`src/rtl/fths_pkg.sv`:
```
package fths_pkg;

  localparam logic [1:0] RegTrackingEnable = 2'd0;
  localparam logic [1:0] RegLostLimit      = 2'd1;
  localparam logic [1:0] RegNeckStep       = 2'd2;

  localparam logic [9:0]  CentreCol = 10'd320;
  localparam logic [8:0]  CentreRow = 9'd240;
  localparam logic [17:0] RecipFive = 18'd205;

  localparam logic signed [9:0] EyeLow   = 10'sd70;
  localparam logic signed [9:0] EyeHigh  = 10'sd170;
  localparam logic signed [9:0] IrisLow  = 10'sd65;
  localparam logic signed [9:0] IrisHigh = 10'sd175;

  localparam logic [8:0] PitchLow  = 9'd74;
  localparam logic [8:0] PitchHigh = 9'd140;
  localparam logic [8:0] YawLow    = 9'd87;
  localparam logic [8:0] YawHigh   = 9'd153;
  localparam logic [7:0] HomePitch = 8'd110;
  localparam logic [7:0] HomeYaw   = 8'd120;
  localparam logic [7:0] ResetHead = 8'd120;

  localparam logic [9:0] NeckLeftBase  = 10'd360;
  localparam logic [9:0] NeckRightBase = 10'd120;

  typedef struct packed {
    logic              face_found;
    logic [9:0]        face_col;
    logic [8:0]        face_row;
    logic signed [3:0] iris_jitter;
  } in_item_t;

  typedef struct packed {
    logic       cmd_valid;
    logic [7:0] eye_pitch_cmd;
    logic [7:0] eye_yaw_cmd;
    logic [7:0] iris_cmd;
    logic [7:0] neck_left_cmd;
    logic [7:0] neck_right_cmd;
  } out_item_t;

  typedef struct packed {
    logic       tracking_enable;
    logic [7:0] lost_limit;
    logic [3:0] neck_step;
  } cfg_t;

  typedef struct packed {
    logic              found;
    logic              x_pos;
    logic [7:0]        x_quot;
    logic              y_pos;
    logic [7:0]        y_quot;
    logic signed [3:0] jitter;
  } offset_t;

  function automatic logic [7:0] clamp_head(logic [8:0] v, logic [8:0] lo, logic [8:0] hi);
    logic [8:0] r;
    r = v;
    if (v < lo) r = lo;
    if (v > hi) r = hi;
    return r[7:0];
  endfunction

endpackage

```
`src/rtl/fths_apb_regs.sv`:
```
module fths_apb_regs import fths_pkg::*; (
  input  logic        clk_i,
  input  logic        rst_ni,
  input  logic        psel,
  input  logic        penable,
  input  logic        pwrite,
  input  logic [3:0]  paddr,
  input  logic [31:0] pwdata,
  output logic [31:0] prdata,
  output logic        pready,
  output cfg_t        cfg_o
);

  cfg_t cfg_q, cfg_d;
  logic wr_en;

  assign wr_en  = psel & penable & pwrite;
  assign pready = 1'b1;

  always_comb begin
    cfg_d = cfg_q;
    if (wr_en) begin
      case (paddr[3:2])
        RegTrackingEnable: cfg_d.tracking_enable = pwdata[0];
        RegLostLimit:      cfg_d.lost_limit      = pwdata[7:0];
        RegNeckStep:       cfg_d.neck_step       = pwdata[3:0];
        default:           cfg_d = cfg_q;
      endcase
    end
  end

  always_comb begin
    case (paddr[3:2])
      RegTrackingEnable: prdata = {31'd0, cfg_q.tracking_enable};
      RegLostLimit:      prdata = {24'd0, cfg_q.lost_limit};
      RegNeckStep:       prdata = {28'd0, cfg_q.neck_step};
      default:           prdata = 32'd0;
    endcase
  end

  always_ff @(posedge clk_i or negedge rst_ni) begin
    if (!rst_ni) begin
      cfg_q.tracking_enable <= 1'b0;
      cfg_q.lost_limit      <= 8'd30;
      cfg_q.neck_step       <= 4'd3;
    end else begin
      cfg_q <= cfg_d;
    end
  end

  assign cfg_o = cfg_q;

endmodule

```
`src/rtl/fths_offset_stage.sv`:
```
module fths_offset_stage import fths_pkg::*; (
  input  logic     clk_i,
  input  logic     rst_ni,
  input  logic     in_valid_i,
  input  in_item_t in_data_i,
  output logic     in_stall_o,
  input  logic     advance_i,
  output logic     off_valid_o,
  output offset_t  off_o
);

  // The division by five is a multiplication by 205/1024, exact for magnitudes below 1024.
  logic signed [10:0] sx, sy;
  logic [9:0]         x_mag, y_mag;
  logic [17:0]        x_prod, y_prod;
  logic               load;
  logic               valid_q, valid_d;
  offset_t            off_q, off_d;

  always_comb begin
    sx     = $signed({1'b0, CentreCol}) - $signed({1'b0, in_data_i.face_col});
    sy     = $signed({2'b00, in_data_i.face_row}) - $signed({2'b00, CentreRow});
    x_mag  = (sx > 11'sd0) ? sx[9:0] : 10'(-sx);
    y_mag  = (sy > 11'sd0) ? sy[9:0] : 10'(-sy);
    x_prod = {8'd0, x_mag} * RecipFive;
    y_prod = {8'd0, y_mag} * RecipFive;
    off_d.found  = in_data_i.face_found;
    off_d.x_pos  = sx > 11'sd0;
    off_d.x_quot = x_prod[17:10];
    off_d.y_pos  = sy > 11'sd0;
    off_d.y_quot = y_prod[17:10];
    off_d.jitter = in_data_i.iris_jitter;
  end

  assign in_stall_o = valid_q & ~advance_i;
  assign load       = in_valid_i & ~in_stall_o;
  assign valid_d    = load | (valid_q & ~advance_i);

  always_ff @(posedge clk_i or negedge rst_ni) begin
    if (!rst_ni) begin
      valid_q <= 1'b0;
    end else begin
      valid_q <= valid_d;
    end
  end

  always_ff @(posedge clk_i) begin
    if (load) begin
      off_q <= off_d;
    end
  end

  assign off_valid_o = valid_q;
  assign off_o       = off_q;

endmodule

```
`src/rtl/fths_track_core.sv`:
```
module fths_track_core import fths_pkg::*; (
  input  logic      clk_i,
  input  logic      rst_ni,
  input  cfg_t      cfg_i,
  input  logic      off_valid_i,
  input  offset_t   off_i,
  output logic      advance_o,
  output logic      out_valid_o,
  output out_item_t out_data_o,
  input  logic      out_stall_i
);

  logic [7:0] eye_pitch_q, eye_pitch_d, eye_yaw_q, eye_yaw_d, iris_q, iris_d;
  logic [7:0] head_pitch_q, head_pitch_d, head_yaw_q, head_yaw_d;
  logic [7:0] lost_q, lost_d;
  logic       out_valid_q, out_valid_d;
  out_item_t  out_q, out_d;
  logic       take;

  logic signed [9:0] yaw_v, pitch_v, iris_v;
  logic [8:0]        hy_up, hy_dn, hp_up, hp_dn, lost_next;
  logic [9:0]        left_v, right_v;

  assign advance_o   = ~out_valid_q | ~out_stall_i;
  assign take        = off_valid_i & advance_o;
  assign out_valid_d = take | (out_valid_q & out_stall_i);

  always_comb begin
    eye_pitch_d  = eye_pitch_q;
    eye_yaw_d    = eye_yaw_q;
    iris_d       = iris_q;
    head_pitch_d = head_pitch_q;
    head_yaw_d   = head_yaw_q;
    lost_d       = lost_q;

    hy_up     = {1'b0, head_yaw_q} + {5'd0, cfg_i.neck_step};
    hy_dn     = {1'b0, head_yaw_q} - {5'd0, cfg_i.neck_step};
    hp_up     = {1'b0, head_pitch_q} + {5'd0, cfg_i.neck_step};
    hp_dn     = {1'b0, head_pitch_q} - {5'd0, cfg_i.neck_step};
    lost_next = {1'b0, lost_q} + 9'd1;

    iris_v = $signed({2'b00, iris_q}) + 10'(off_i.jitter);
    if (off_i.x_pos) begin
      yaw_v = $signed({2'b00, eye_yaw_q}) - $signed({2'b00, off_i.x_quot});
    end else begin
      yaw_v = $signed({2'b00, eye_yaw_q}) + $signed({2'b00, off_i.x_quot});
    end
    if (off_i.y_pos) begin
      pitch_v = $signed({2'b00, eye_pitch_q}) + $signed({2'b00, off_i.y_quot});
    end else begin
      pitch_v = $signed({2'b00, eye_pitch_q}) - $signed({2'b00, off_i.y_quot});
    end

    if (cfg_i.tracking_enable) begin
      if (off_i.found) begin
        if (iris_v < IrisLow) begin
          iris_d = IrisLow[7:0];
        end else if (iris_v > IrisHigh) begin
          iris_d = IrisHigh[7:0];
        end else begin
          iris_d = iris_v[7:0];
        end

        eye_yaw_d = yaw_v[7:0];
        if (off_i.x_pos && yaw_v < EyeLow) begin
          eye_yaw_d  = EyeLow[7:0];
          head_yaw_d = clamp_head(hy_dn, YawLow, YawHigh);
        end else if (!off_i.x_pos && yaw_v > EyeHigh) begin
          eye_yaw_d  = EyeHigh[7:0];
          head_yaw_d = clamp_head(hy_up, YawLow, YawHigh);
        end

        eye_pitch_d = pitch_v[7:0];
        if (off_i.y_pos && pitch_v > EyeHigh) begin
          eye_pitch_d  = EyeHigh[7:0];
          head_pitch_d = clamp_head(hp_up, PitchLow, PitchHigh);
        end else if (!off_i.y_pos && pitch_v < EyeLow) begin
          eye_pitch_d  = EyeLow[7:0];
          head_pitch_d = clamp_head(hp_dn, PitchLow, PitchHigh);
        end

        lost_d = 8'd0;
      end else if (lost_next > {1'b0, cfg_i.lost_limit}) begin
        head_pitch_d = HomePitch;
        head_yaw_d   = HomeYaw;
        lost_d       = 8'd0;
      end else begin
        lost_d = lost_next[7:0];
      end
    end

    left_v  = NeckLeftBase - {2'b00, head_pitch_d} - {2'b00, head_yaw_d};
    right_v = NeckRightBase - {2'b00, head_pitch_d} + {2'b00, head_yaw_d};

    out_d.cmd_valid      = cfg_i.tracking_enable;
    out_d.eye_pitch_cmd  = eye_pitch_d;
    out_d.eye_yaw_cmd    = eye_yaw_d;
    out_d.iris_cmd       = iris_d;
    out_d.neck_left_cmd  = left_v[7:0];
    out_d.neck_right_cmd = right_v[7:0];
  end

  always_ff @(posedge clk_i or negedge rst_ni) begin
    if (!rst_ni) begin
      out_valid_q  <= 1'b0;
      eye_pitch_q  <= 8'd0;
      eye_yaw_q    <= 8'd0;
      iris_q       <= 8'd0;
      head_pitch_q <= ResetHead;
      head_yaw_q   <= ResetHead;
      lost_q       <= 8'd0;
    end else begin
      out_valid_q <= out_valid_d;
      if (take) begin
        eye_pitch_q  <= eye_pitch_d;
        eye_yaw_q    <= eye_yaw_d;
        iris_q       <= iris_d;
        head_pitch_q <= head_pitch_d;
        head_yaw_q   <= head_yaw_d;
        lost_q       <= lost_d;
      end
    end
  end

  always_ff @(posedge clk_i) begin
    if (take) begin
      out_q <= out_d;
    end
  end

  assign out_valid_o = out_valid_q;
  assign out_data_o  = out_q;

endmodule

```
`src/rtl/face_tracking_head_servo_step.sv`:
```
// An accepted report is held in the input register, then in the result register.
// One report is accepted every cycle unless the output stalls; the input register
// and the result register let a new report enter while a finished result waits
// to be taken. The asynchronous active-low reset empties both stages, restores the
// register defaults and sets the head to its power-on pose.
module face_tracking_head_servo_step import fths_pkg::*; (
  input  logic        clk_i,
  input  logic        rst_ni,
  input  logic        psel,
  input  logic        penable,
  input  logic        pwrite,
  input  logic [3:0]  paddr,
  input  logic [31:0] pwdata,
  output logic [31:0] prdata,
  output logic        pready,
  input  logic        in_valid_i,
  input  in_item_t    in_data_i,
  output logic        in_stall_o,
  output logic        out_valid_o,
  output out_item_t   out_data_o,
  input  logic        out_stall_i
);

  cfg_t    cfg;
  logic    advance;
  logic    off_valid;
  offset_t off;

  fths_apb_regs u_regs (
    .clk_i   (clk_i),
    .rst_ni  (rst_ni),
    .psel    (psel),
    .penable (penable),
    .pwrite  (pwrite),
    .paddr   (paddr),
    .pwdata  (pwdata),
    .prdata  (prdata),
    .pready  (pready),
    .cfg_o   (cfg)
  );

  fths_offset_stage u_offset (
    .clk_i       (clk_i),
    .rst_ni      (rst_ni),
    .in_valid_i  (in_valid_i),
    .in_data_i   (in_data_i),
    .in_stall_o  (in_stall_o),
    .advance_i   (advance),
    .off_valid_o (off_valid),
    .off_o       (off)
  );

  fths_track_core u_core (
    .clk_i       (clk_i),
    .rst_ni      (rst_ni),
    .cfg_i       (cfg),
    .off_valid_i (off_valid),
    .off_i       (off),
    .advance_o   (advance),
    .out_valid_o (out_valid_o),
    .out_data_o  (out_data_o),
    .out_stall_i (out_stall_i)
  );

endmodule

```
`config.mk`:
```
export PLATFORM = sky130hd
export DESIGN_NAME = face_tracking_head_servo_step
export DESIGN_NICKNAME = d
export VERILOG_FILES = /design/src/rtl/fths_pkg.sv /design/src/rtl/fths_apb_regs.sv /design/src/rtl/fths_offset_stage.sv /design/src/rtl/fths_track_core.sv /design/src/rtl/face_tracking_head_servo_step.sv
export SDC_FILE = /design/constraint.sdc
export NUM_CORES = 1
export LEC_CHECK = 0
export ABC_AREA = 1
export BUFFER_PORTS_ARGS = -buffer_cell sky130_fd_sc_hd__buf_2
export CAP_MARGIN = 10
export CORE_UTILIZATION = 45
export CTS_BUF_LIST = sky130_fd_sc_hd__clkbuf_16
export CTS_CLUSTER_DIAMETER = 80
export CTS_CLUSTER_SIZE = 20
export DETAILED_ROUTE_END_ITERATION = 10
export PLACE_DENSITY = 0.66
export SLEW_MARGIN = 20
export SYNTH_ARGS = -nofsm -noshare
export SYNTH_HDL_FRONTEND = slang
export SYNTH_SLANG_ARGS = --single-unit
```
`constraint.sdc`:
```
create_clock -name clk_i -period 4.37 [get_ports clk_i]
set_clock_uncertainty 0.1 [all_clocks]
set_input_delay 0.437 -clock clk_i [delete_from_list [all_inputs] [get_ports clk_i]]
set_output_delay 0.437 -clock clk_i [all_outputs]
set_load 0.02 [all_outputs]
```
## After elaboration in Yosys (flattened, before gate mapping)

Cells that the tools add are included.

- Flip-flop bits (word level): 127
- Logic and storage cells: 123

- Bitwise operators: 13
- Add/sub/neg operators: 18
- Order comparisons: 17
- Mux-type cells: 37
- Reductions and logical operators: 11
- Equal/unequal tests: 2
- Multiply operators: 2

Operators with widths:

| cell | number |
|---|---|
| 8-bit two-way mux | 32 |
| 10-bit two-way mux | 4 |
| 9-bit by 8-bit > comparator with 1-bit output, second input constant | 4 |
| 9-bit by 7-bit less-than comparator with 1-bit output, second input constant | 4 |
| 10-bit by 8-bit multiplier with 18-bit output, second input constant | 2 |
| 10-bit by 9-bit > comparator with 1-bit output, second input constant | 3 |
| 10-bit by 8-bit less-than comparator with 1-bit output, second input constant | 3 |
| 8-bit case mux with 3 select lines | 1 |
| 10-bit negator | 2 |
| 8-bit by 4-bit adder with 9-bit output | 2 |
| 8-bit by 8-bit adder with 9-bit output | 2 |
| 8-bit by 4-bit subtractor with 9-bit output | 2 |
| 8-bit by 8-bit subtractor with 9-bit output | 2 |
| 7-bit by 8-bit subtractor with 8-bit output, first input constant | 2 |
| 11-bit by 1-bit > comparator with 1-bit output, second input constant | 1 |
| 9-bit by 10-bit subtractor with 11-bit output, first input constant | 1 |
| 9-bit by 4-bit adder with 10-bit output | 1 |
| 10-bit by 1-bit > comparator with 1-bit output, second input constant | 1 |
| 9-bit by 8-bit subtractor with 10-bit output, second input constant | 1 |
| 8-bit by 1-bit adder with 9-bit output, second input constant | 1 |
| 9-bit by 8-bit > comparator with 1-bit output | 1 |
| 8-bit adder | 1 |
| 2-bit AND reduction | 4 |
| 8-bit subtractor | 1 |
| 8 further kinds | 22 |

## Depth between registers and ports, before layout

Gate-level depths: netlist of the first run.

- Depth after elaboration: 10
- Depth in mapped cells: 36
- Depth with buffers taken out: 35

## By module

From an unflattened synthesis of the first run, not the netlist that was laid out.

- Cell total of the unflattened synthesis: 1855
- Area, all modules: 13939.6 um^2

Modules (own cells, without submodules):

| module | cells each | instances | area an instance (um^2) |
|---|---|---|---|
| fths_track_core | 1178 | 1 | 8499.4 |
| fths_offset_stage | 561 | 1 | 4588.2 |
| fths_apb_regs | 116 | 1 | 852.1 |

## Worst setup path after synthesis of the first run

Ideal clock, no wire load.

- Path kind: input to register
- From: in in_data_i[13] (netlist name)
- To: reg u_offset.off_q, in the netlist u_offset.off_o[20] (data pin)
- Arrival time: 5.123 ns
- Slack: -1.105 ns
- Library setup time: 0.252 ns
- Cell stages on the path: 32
- Path buffers: 0
- Path through: inv_2 > ha_1 > nand2_1 > or2_4 > xor2_1 > nand2_1 > nor2_1 > nand2_1 > nor2_2 > nand3_2 > nand2_2 > inv_1 > nor2_1 > xor2_1 > inv_1 > ha_1 > inv_1 > fa_1 > inv_1 > fa_1 > inv_1 > fa_1 > inv_1 > ha_1 > a21oi_1 > o21ai_0 > a21oi_1 > nand2_1 > nand2_1 > nand2_1 > nand2_1 > nand2_1

RTL lines:

| element | RTL line | source |
|---|---|---|
| from (decl) | face_tracking_head_servo_step.sv:17 | `input in_item_t in_data_i,` |
| to (signal assigned) | fths_offset_stage.sv:49 | `off_q <= off_d;` |
| to (decl) | fths_offset_stage.sv:18 | `offset_t off_q, off_d;` |

==> metrics.md, run 1 <==
| Metric | Value |
|---|---|
| Sinks on the clock net | `126` |
| Violation count after the first detailed-routing iteration | `700` |
| Total vias in the final route | `13415` |
| H-tree Lvls | `4` |
| Count of pins on the block boundary | `143` |
| Global-route wire length before repair | `62.1 mm` |
| Startpoint types | `primary input` |
| Setup Viol. Count Final | `21` |
| Clock Tree Root | `sky130_fd_sc_hd__clkbuf_16` |
| Biggest cell delay along the critical path | `0.49 ns` |
| Fraction of layout cells with a size suffix above 1 | `34.3%` |
| Quantity of I/O buffers inserted on ports | `91` |
| Number of clock buffers inserted by TritonCTS | `17` |
| Remaining global-route overflow | `0` |
| Die boundary width | `roughly 180 µm` |
| All-layer global routing usage | `24.7%` |
| Synth unique cells | `59` |
| Maximum buffer depth of the clock tree | `2` |
| Antenna violations before repair | `0` |
| Fill cell instance count of the final layout | `2579` |
| Final HPWL from detailed placement | `29.3 mm` |
| Sequential cell area | `between 0.003 and 0.004 mm²` |
| Syn-to-layout area delta | `40.5%` |
| Run status | `finished with violations` |
| Worst relative slew slack | `47.2%` |
| Critical path start-end classification | `primary input to register` |
| Detail-routed via count per cell | `4.96` |
| Total of max-cap violations | `0` |
| Die Y-Extent | `between 150 and 200 µm` |
| Final hold violation count | `0` |
| Routed wirelength normalized by instance count | `14.2 µm` |
| Least setup slack across all paths after layout | `-0.594 ns` |
| Number of iterations in the first detailed-routing pass | `7` |
| Diode count | `0` |
| Yosys synthesis warning count | `0` |
| Cells after Synth | `1837` |
| Initial standard-cell utilization of the core | `46.1%` |
| Clock insertion delay at the later pin of the skew report | `~0.44 ns` |
| Type of the tightest min-delay check | `primary input to register` |
| Synth Cell Area | `0.0138 mm²` |
| Final number of max-transition violations | `0` |
| Unrepaired setup endpoints after global routing | `true` |
| Worst Path Max Fanout | `5` |
| Worst path arrival time | `5.05 ns` |
| DR DRC count | `0` |
| Total wire length after detailed routing | `approximately 38 mm` |
| Average cell area after synthesis | `7.52 µm²` |
| Reg clk slew, reported paths | `0.06 ns` |
| Pin count of the biggest net entering global routing | `82` |
| Floorplan core area | `~0.030 mm²` |
| Number of nets in the finished design | `~2600` |
| Critical path capture point type | `register` |
| Post-DRT Antenna Nets | `0` |
| Post-Place Setup Slack | `-1.17 ns` |
| Clock tree from TritonCTS | `built` |
| Failing checks | `setup timing` |
| Cell row count | `63` |
| Commonest non-fill, non-tap cell in the layout | `sky130_fd_sc_hd__nand2_1` |
| Gpl congestion | `0.951` |
| Multi-input gate area in the final layout | `between 0.009 and 0.01 mm²` |
| Master of the slowest instance on the critical path | `sky130_fd_sc_hd__fa_1` |
| Vias in the first global route | `roughly 13000` |
| Total negative slack for setup checks | `-6.89 ns` |
| Number of synthesized register bits | `126` |
| Die ar. | `0.0314 mm²` |
| Commonest non-fill, non-tap cells in the layout | `383 x sky130_fd_sc_hd__nand2_1, 368 x sky130_fd_sc_hd__buf_4, 294 x sky130_fd_sc_hd__inv_1, 150 x sky130_fd_sc_hd__ha_1, 109 x sky130_fd_sc_hd__nand3_1` |
| Slew at the pin with the worst max-slew slack | `0.792 ns` |
| Max Clock Freq | `approximately 0.2 GHz` |
| Required @ worst endpoint | `approximately 4.5 ns` |
| Ratio of final minimum period to clock period | `114%` |
| Sequential element share of the synthesized area | `25.2%` |
| Time the worst path needs with I/O delays and setup | `4.96 ns` |
final timing paths:
path	from	to	slack, ns	depth (start not counted)
min in group asynchronous	rst_ni	u_regs.cfg_o[11]$_DFFE_PN0P_	0.52	2
max in group asynchronous	rst_ni	u_core.head_pitch_q[3]$_DFFE_PN1P_	2.66	3
max	in_data_i[14]	u_offset.off_o[16]$_DFFE_PP_	-0.59	31
min	in_data_i[2]	u_offset.off_o[2]$_DFFE_PP_	0.07	1
max reg2reg	u_regs.cfg_o[0]$_DFFE_PN1P_	u_core.out_data_o[7]$_DFFE_PP_	-0.42	27
min reg2reg	u_regs.cfg_o[6]$_DFFE_PN1P_	u_regs.cfg_o[6]$_DFFE_PN1P_	0.40	2
synth_stat cells, drive strengths merged:
| master | number | area share [%] |
|---|---|---|
| a21boi | 1 | 0.054 |
| a211oi | 6 | 0.33 |
| dfstp | 14 | 2.7 |
| o31ai | 2 | 0.21 |
| clkinv | 3 | 0.082 |
| o21a | 3 | 0.16 |
| nor2 | 101 | 2.9 |
| and3 | 1 | 0.045 |
| mux2i | 2 | 0.14 |
| nor3 | 15 | 0.58 |
| o21bai | 9 | 0.49 |
| inv | 347 | 9.4 |
| o211ai | 10 | 0.58 |
| buf | 42 | 2.1 |
| dfrtp | 49 | 8.9 |
| edfxtp | 63 | 14 |
| clkbuf | 13 | 0.35 |
| a221oi | 1 | 0.063 |
| conb | 2 | 0.054 |
| a32oi | 1 | 0.063 |
| nand2 | 425 | 12 |
| ha | 193 | 17 |
| a41oi | 1 | 0.063 |
| nand4 | 30 | 1.4 |
| a21o | 4 | 0.22 |
| and2 | 4 | 0.22 |
| fa | 45 | 6.5 |
| xor2 | 58 | 3.7 |
| nand3 | 120 | 4.5 |
| a311oi | 1 | 0.063 |
| nor3b | 1 | 0.054 |
| nand3b | 7 | 0.38 |
| or2 | 7 | 0.34 |
| a31oi | 3 | 0.14 |
| o21ai | 129 | 4.8 |
| o311ai | 1 | 0.063 |
| nor4 | 1 | 0.045 |
| o22ai | 14 | 0.72 |
| xnor2 | 16 | 1.0 |
| a21oi | 92 | 3.5 |
registers in the layout, summed over array words and instances, names as in the netlist:
register / flops
u_core.eye_pitch_q: 8
u_core.eye_yaw_q: 8
u_core.head_pitch_q: 8
u_core.head_yaw_q: 8
u_core.iris_q: 8
u_core.lost_q: 8
u_core.out_data_o: 40
u_core.out_valid_o: 1
u_offset.off_o: 23
u_offset.off_valid_o: 1
u_regs.cfg_o: 13
final cells by class:
| cell class | instances | area share [%] |
|---|---|---|
| multi-input combinational | 1329 | 51.4 |
| sequential | 126 | 18.0 |
| timing repair buffer | 475 | 17.9 |
| inverter | 350 | 7.06 |
| tap | 390 | 2.52 |
| clock buffer | 17 | 2.19 |
| clock inverter | 15 | 1.01 |
worst max-delay path: cells and delay by family:
family / cells / cell delay, ns
and+or+nand+nor: 10 / 1.10
adders and majority gates: 6 / 2.07
AOI/OAI and AO/OA: 3 / 0.36
buffers and inverters: 9 / 0.60
xor gates and xnor gates: 3 / 0.46
logic make-up after synthesis:
| group | Yosys count | synth area share (%) |
|---|---|---|
| xor gates and xnor gates | 74 | 4.69 |
| and+or+nand+nor | 712 | 22.3 |
| buffers and inverters | 405 | 12.0 |
| DFF | 126 | 25.2 |
| muxes | 2 | 0.145 |
| adders and majority gates | 238 | 24.0 |
| AOI/OAI and AO/OA | 278 | 11.6 |
| other | 2 | 0.0544 |
what timing repair did:
action                     in CTS  in global routing
gates resized for setup       122                103
pin swaps                      77                 86
setup endpoints to repair      23                 27
cloned                          0                  0
setup buffers                  33                 30
hold endpoints to repair        7                  0
hold buffers                    1                  0
through the flow:
step                      cell area [µm²]  util, %  hold slack [ns]  std cells
final                               19400     64.8           0.0732       2702
after global routing                19400     64.8           0.0647       2702
after CTS                           18800     62.8           0.0613       2680
after detailed placement            17400     58.0            0.392       2614
after global placement              17400     58.0            0.364       2614
after floorplan                     14300        -           0.0414       1860
layer usage:
layer  wire length [µm]  share of wire (%)  track usage, %
met2              19000                 49            43.2
met3               1360                3.5            3.01
met1              17100                 45            31.5
met5                  0                  0               0
met4                870                2.3            7.40
Power of run 1 is not shown: default switching activity piles up to over one toggle a cycle in this logic, so the estimate is an artifact.
==> run 2, diff against run 1 <==
Settings changed: CORE_UTILIZATION 45 to 50, PLACE_DENSITY 0.66 to 0.72.
==> metrics.md, run 2 (synthesized netlist as in run 1, its figures left out) <==
| Metric | Value |
|---|---|
| Number of clock buffers inserted by TritonCTS | `17 (unchanged)` |
| Gpl congestion | `0.944 (was 0.951)` |
| Fraction of layout cells with a size suffix above 1 | `33.6% (was 34.3%)` |
| Cell row count | `60 (was 63)` |
| Total of max-cap violations | `0 (unchanged)` |
| Required @ worst endpoint | `4.45 ns (was 4.46 ns)` |
| Least setup slack across all paths after layout | `-0.551 ns (was -0.594 ns)` |
| Max Clock Freq | `0.203 GHz (was 0.201 GHz)` |
| Total wire length after detailed routing | `38.0 mm (was 38.3 mm)` |
| Run status | `finished with violations (unchanged)` |
| Antenna violations before repair | `0 (unchanged)` |
| Sinks on the clock net | `126 (unchanged)` |
| Failing checks | `setup timing (unchanged)` |
| Floorplan core area | `0.0270 mm² (was 0.0300 mm²)` |
| Maximum buffer depth of the clock tree | `2 (unchanged)` |
| Unrepaired setup endpoints after global routing | `true (unchanged)` |
| Final HPWL from detailed placement | `29.0 mm (was 29.3 mm)` |
| WP buf/inv | `8 (was 9)` |
| Syn-to-layout area delta | `38.8% (was 40.5%)` |
| All-layer global routing usage | `26.6% (was 24.7%)` |
| Clock tree from TritonCTS | `built (unchanged)` |
| Final hold violation count | `0 (unchanged)` |
| Critical path start-end classification | `primary input to register (unchanged)` |
| Detail-routed via count per cell | `5.11 (was 4.96)` |
| Type of the tightest min-delay check | `primary input to register (unchanged)` |
| Critical path capture point type | `register (unchanged)` |
| Pin count of the biggest net entering global routing | `67 (was 82)` |
| Time the worst path needs with I/O delays and setup | `4.92 ns (was 4.96 ns)` |
| Ratio of final minimum period to clock period | `113% (was 114%)` |
| Initial standard-cell utilization of the core | `51.1% (was 46.1%)` |
| Worst relative slew slack | `38.4% (was 47.2%)` |
| Startpoint types | `primary input (unchanged)` |
| Setup Viol. Count Final | `23 (was 21)` |
| Vias in the first global route | `13147 (was 13199)` |
| Post-DRT Antenna Nets | `0 (unchanged)` |
| Crit-path most repeated cell | `sky130_fd_sc_hd__nand2_1` |
| Quantity of I/O buffers inserted on ports | `91 (unchanged)` |
| Global-route wire length before repair | `61.1 mm (was 62.1 mm)` |
| Total negative slack for setup checks | `-7.19 ns (was -6.89 ns)` |
| Slew at the pin with the worst max-slew slack | `0.922 ns (was 0.792 ns)` |
| Die boundary width | `168 µm (was 177 µm)` |
| Total vias in the final route | `13503 (was 13415)` |
| Commonest non-fill, non-tap cell in the layout | `sky130_fd_sc_hd__nand2_1 (unchanged)` |
| Number of nets in the finished design | `2591 (was 2604)` |
| Non-Filler Instances | `2640 (was 2702)` |
| Die ar. | `0.0283 mm² (was 0.0314 mm²)` |
| Violation count after the first detailed-routing iteration | `818 (was 700)` |
| Post-Place Setup Slack | `-1.15 ns (was -1.17 ns)` |
| Count of pins on the block boundary | `143 (unchanged)` |
| Die Y-Extent | `168 µm (was 177 µm)` |
| Flip-flop count of the largest register, all copies and words added | `40 (unchanged)` |
| H-tree Lvls | `4 (unchanged)` |
| Worst Path Max Fanout | `6 (was 5)` |
| Number of placed cells counting well taps | `2560 (was 2614)` |
| Diode count | `0 (unchanged)` |
| Clock Tree Root | `sky130_fd_sc_hd__clkbuf_16 (unchanged)` |
| Register-to-Register Setup Slack | `-0.48 ns (was -0.42 ns)` |
| Clock insertion delay at the later pin of the skew report | `0.43 ns (was 0.44 ns)` |
| Final number of max-transition violations | `0 (unchanged)` |
| Remaining global-route overflow | `0 (unchanged)` |
| DR DRC count | `0 (unchanged)` |
| Reg clk slew, reported paths | `0.06 ns (about the same)` |
| Cell family contributing the most delay on the critical path | `adder cells (unchanged)` |
| Master of the slowest instance on the critical path | `sky130_fd_sc_hd__fa_1 (unchanged)` |
| Biggest cell delay along the critical path | `0.49 ns (about the same)` |
| Number of iterations in the first detailed-routing pass | `5 (was 7)` |
| Commonest non-fill, non-tap cells in the layout | `386 x sky130_fd_sc_hd__nand2_1, 350 x sky130_fd_sc_hd__buf_4, 296 x sky130_fd_sc_hd__inv_1, 151 x sky130_fd_sc_hd__ha_1, 107 x sky130_fd_sc_hd__nand3_1 (was 383 x sky130_fd_sc_hd__nand2_1, 368 x sky130_fd_sc_hd__buf_4, 294 x sky130_fd_sc_hd__inv_1, 150 x sky130_fd_sc_hd__ha_1, 109 x sky130_fd_sc_hd__nand3_1)` |
| Worst path arrival time | `5.00 ns (was 5.05 ns)` |
| Routed wirelength normalized by instance count | `14.4 µm (was 14.2 µm)` |
-- run 2: changes by cell type in the layout (fill, tap and decap cells not counted), moves of 4 or more --
cell,previous run,this run
sky130_fd_sc_hd__inv_4,7,12
sky130_fd_sc_hd__buf_6,14,19
sky130_fd_sc_hd__buf_4,368,350
sky130_fd_sc_hd__xor2_1,43,49
sky130_fd_sc_hd__inv_2,43,39
sky130_fd_sc_hd__nand2_4,14,10
sky130_fd_sc_hd__xor2_2,14,9
-- run 2: layer usage --
metal | track usage, % | routed length [µm] | up-vias
met4 | 8.54 | 773 | 0
met2 | 47.4 | 19000 | 324
met1 | 33.9 | 16600 | 6317
met5 | 0 | 0 | -
met3 | 2.37 | 1570 | 56
li1 | - | - | 6806
-- run 2: per-stage QoR --
step / utilization (%) / instance area (µm²) / hold WS, ns
6_report: 70.9 / 19200 / 0.0798
5_1_grt: 70.9 / 19200 / 0.0771
4_1_cts: 69.0 / 18600 / 0.0699
3_5_place_dp: 63.9 / 17300 / 0.197
3_3_place_gp: 63.9 / 17300 / 0.191
2_1_floorplan: - / 14300 / 0.0414
-- run 2: timing repair --
item,4_1_cts,5_1_grt
hold buffers,1,0
gates cloned,0,0
pin swaps,97,86
setup buffers,35,28
endpoints found under the setup margin,24,26
hold endpoints to repair,8,0
gates resized for setup,120,105
-- run 2: worst register-to-register path, cell delays in order (launching register included) --
cell and delay, ns:
sky130_fd_sc_hd__dfstp_2 0.62, sky130_fd_sc_hd__ha_4 0.17, sky130_fd_sc_hd__inv_4 0.04, sky130_fd_sc_hd__fa_2 0.37
sky130_fd_sc_hd__nand2_1 0.08, sky130_fd_sc_hd__nand2_1 0.07, sky130_fd_sc_hd__a21oi_2 0.21, sky130_fd_sc_hd__xor2_1 0.11
sky130_fd_sc_hd__buf_4 0.16, sky130_fd_sc_hd__a211oi_4 0.28, sky130_fd_sc_hd__nor2_4 0.08, sky130_fd_sc_hd__nor2_4 0.11
sky130_fd_sc_hd__a21oi_2 0.05, sky130_fd_sc_hd__o211ai_1 0.23, sky130_fd_sc_hd__nand2_2 0.15, sky130_fd_sc_hd__ha_4 0.27
sky130_fd_sc_hd__ha_4 0.17, sky130_fd_sc_hd__fa_2 0.35, sky130_fd_sc_hd__a21oi_2 0.14, sky130_fd_sc_hd__nor2_1 0.05
sky130_fd_sc_hd__nor2_1 0.16, sky130_fd_sc_hd__o21ai_1 0.08, sky130_fd_sc_hd__a21o_1 0.19, sky130_fd_sc_hd__xor2_2 0.18
sky130_fd_sc_hd__inv_1 0.07, sky130_fd_sc_hd__nand3_1 0.08, sky130_fd_sc_hd__nand2_1 0.06
-- run 2: area by class of cell --
| type | instances | area (µm²) |
|---|---|---|
| Clock buffer | 18 | 450 |
| Clock inverter | 14 | 136 |
| Fill cell | 2093 | 7860 |
| Inverter | 350 | 1380 |
| Multi-Input combinational cell | 1329 | 9920 |
| Sequential cell | 126 | 3490 |
| Tap cell | 341 | 427 |
| Timing Repair Buffer | 462 | 3370 |
-- run 2: path summary, 6_finish.rpt --
path                                                  start                               to  cells after the start
max in group asynchronous                            rst_ni  u_core.eye_yaw_q[6]$_DFFE_PN0P_                      3
worst max-delay path                          in_data_i[14]     u_offset.off_o[20]$_DFFE_PP_                     33
worst max register to register  u_regs.cfg_o[0]$_DFFE_PN1P_   u_core.out_data_o[7]$_DFFE_PP_                     26
min in group asynchronous                            rst_ni     u_core.lost_q[4]$_DFFE_PN0P_                      2
worst min-delay path                           in_data_i[3]      u_offset.off_o[3]$_DFFE_PP_                      1
worst min register to register  u_regs.cfg_o[7]$_DFFE_PN1P_      u_regs.cfg_o[7]$_DFFE_PN1P_                      2
Power of run 2 is left out for the same reason.
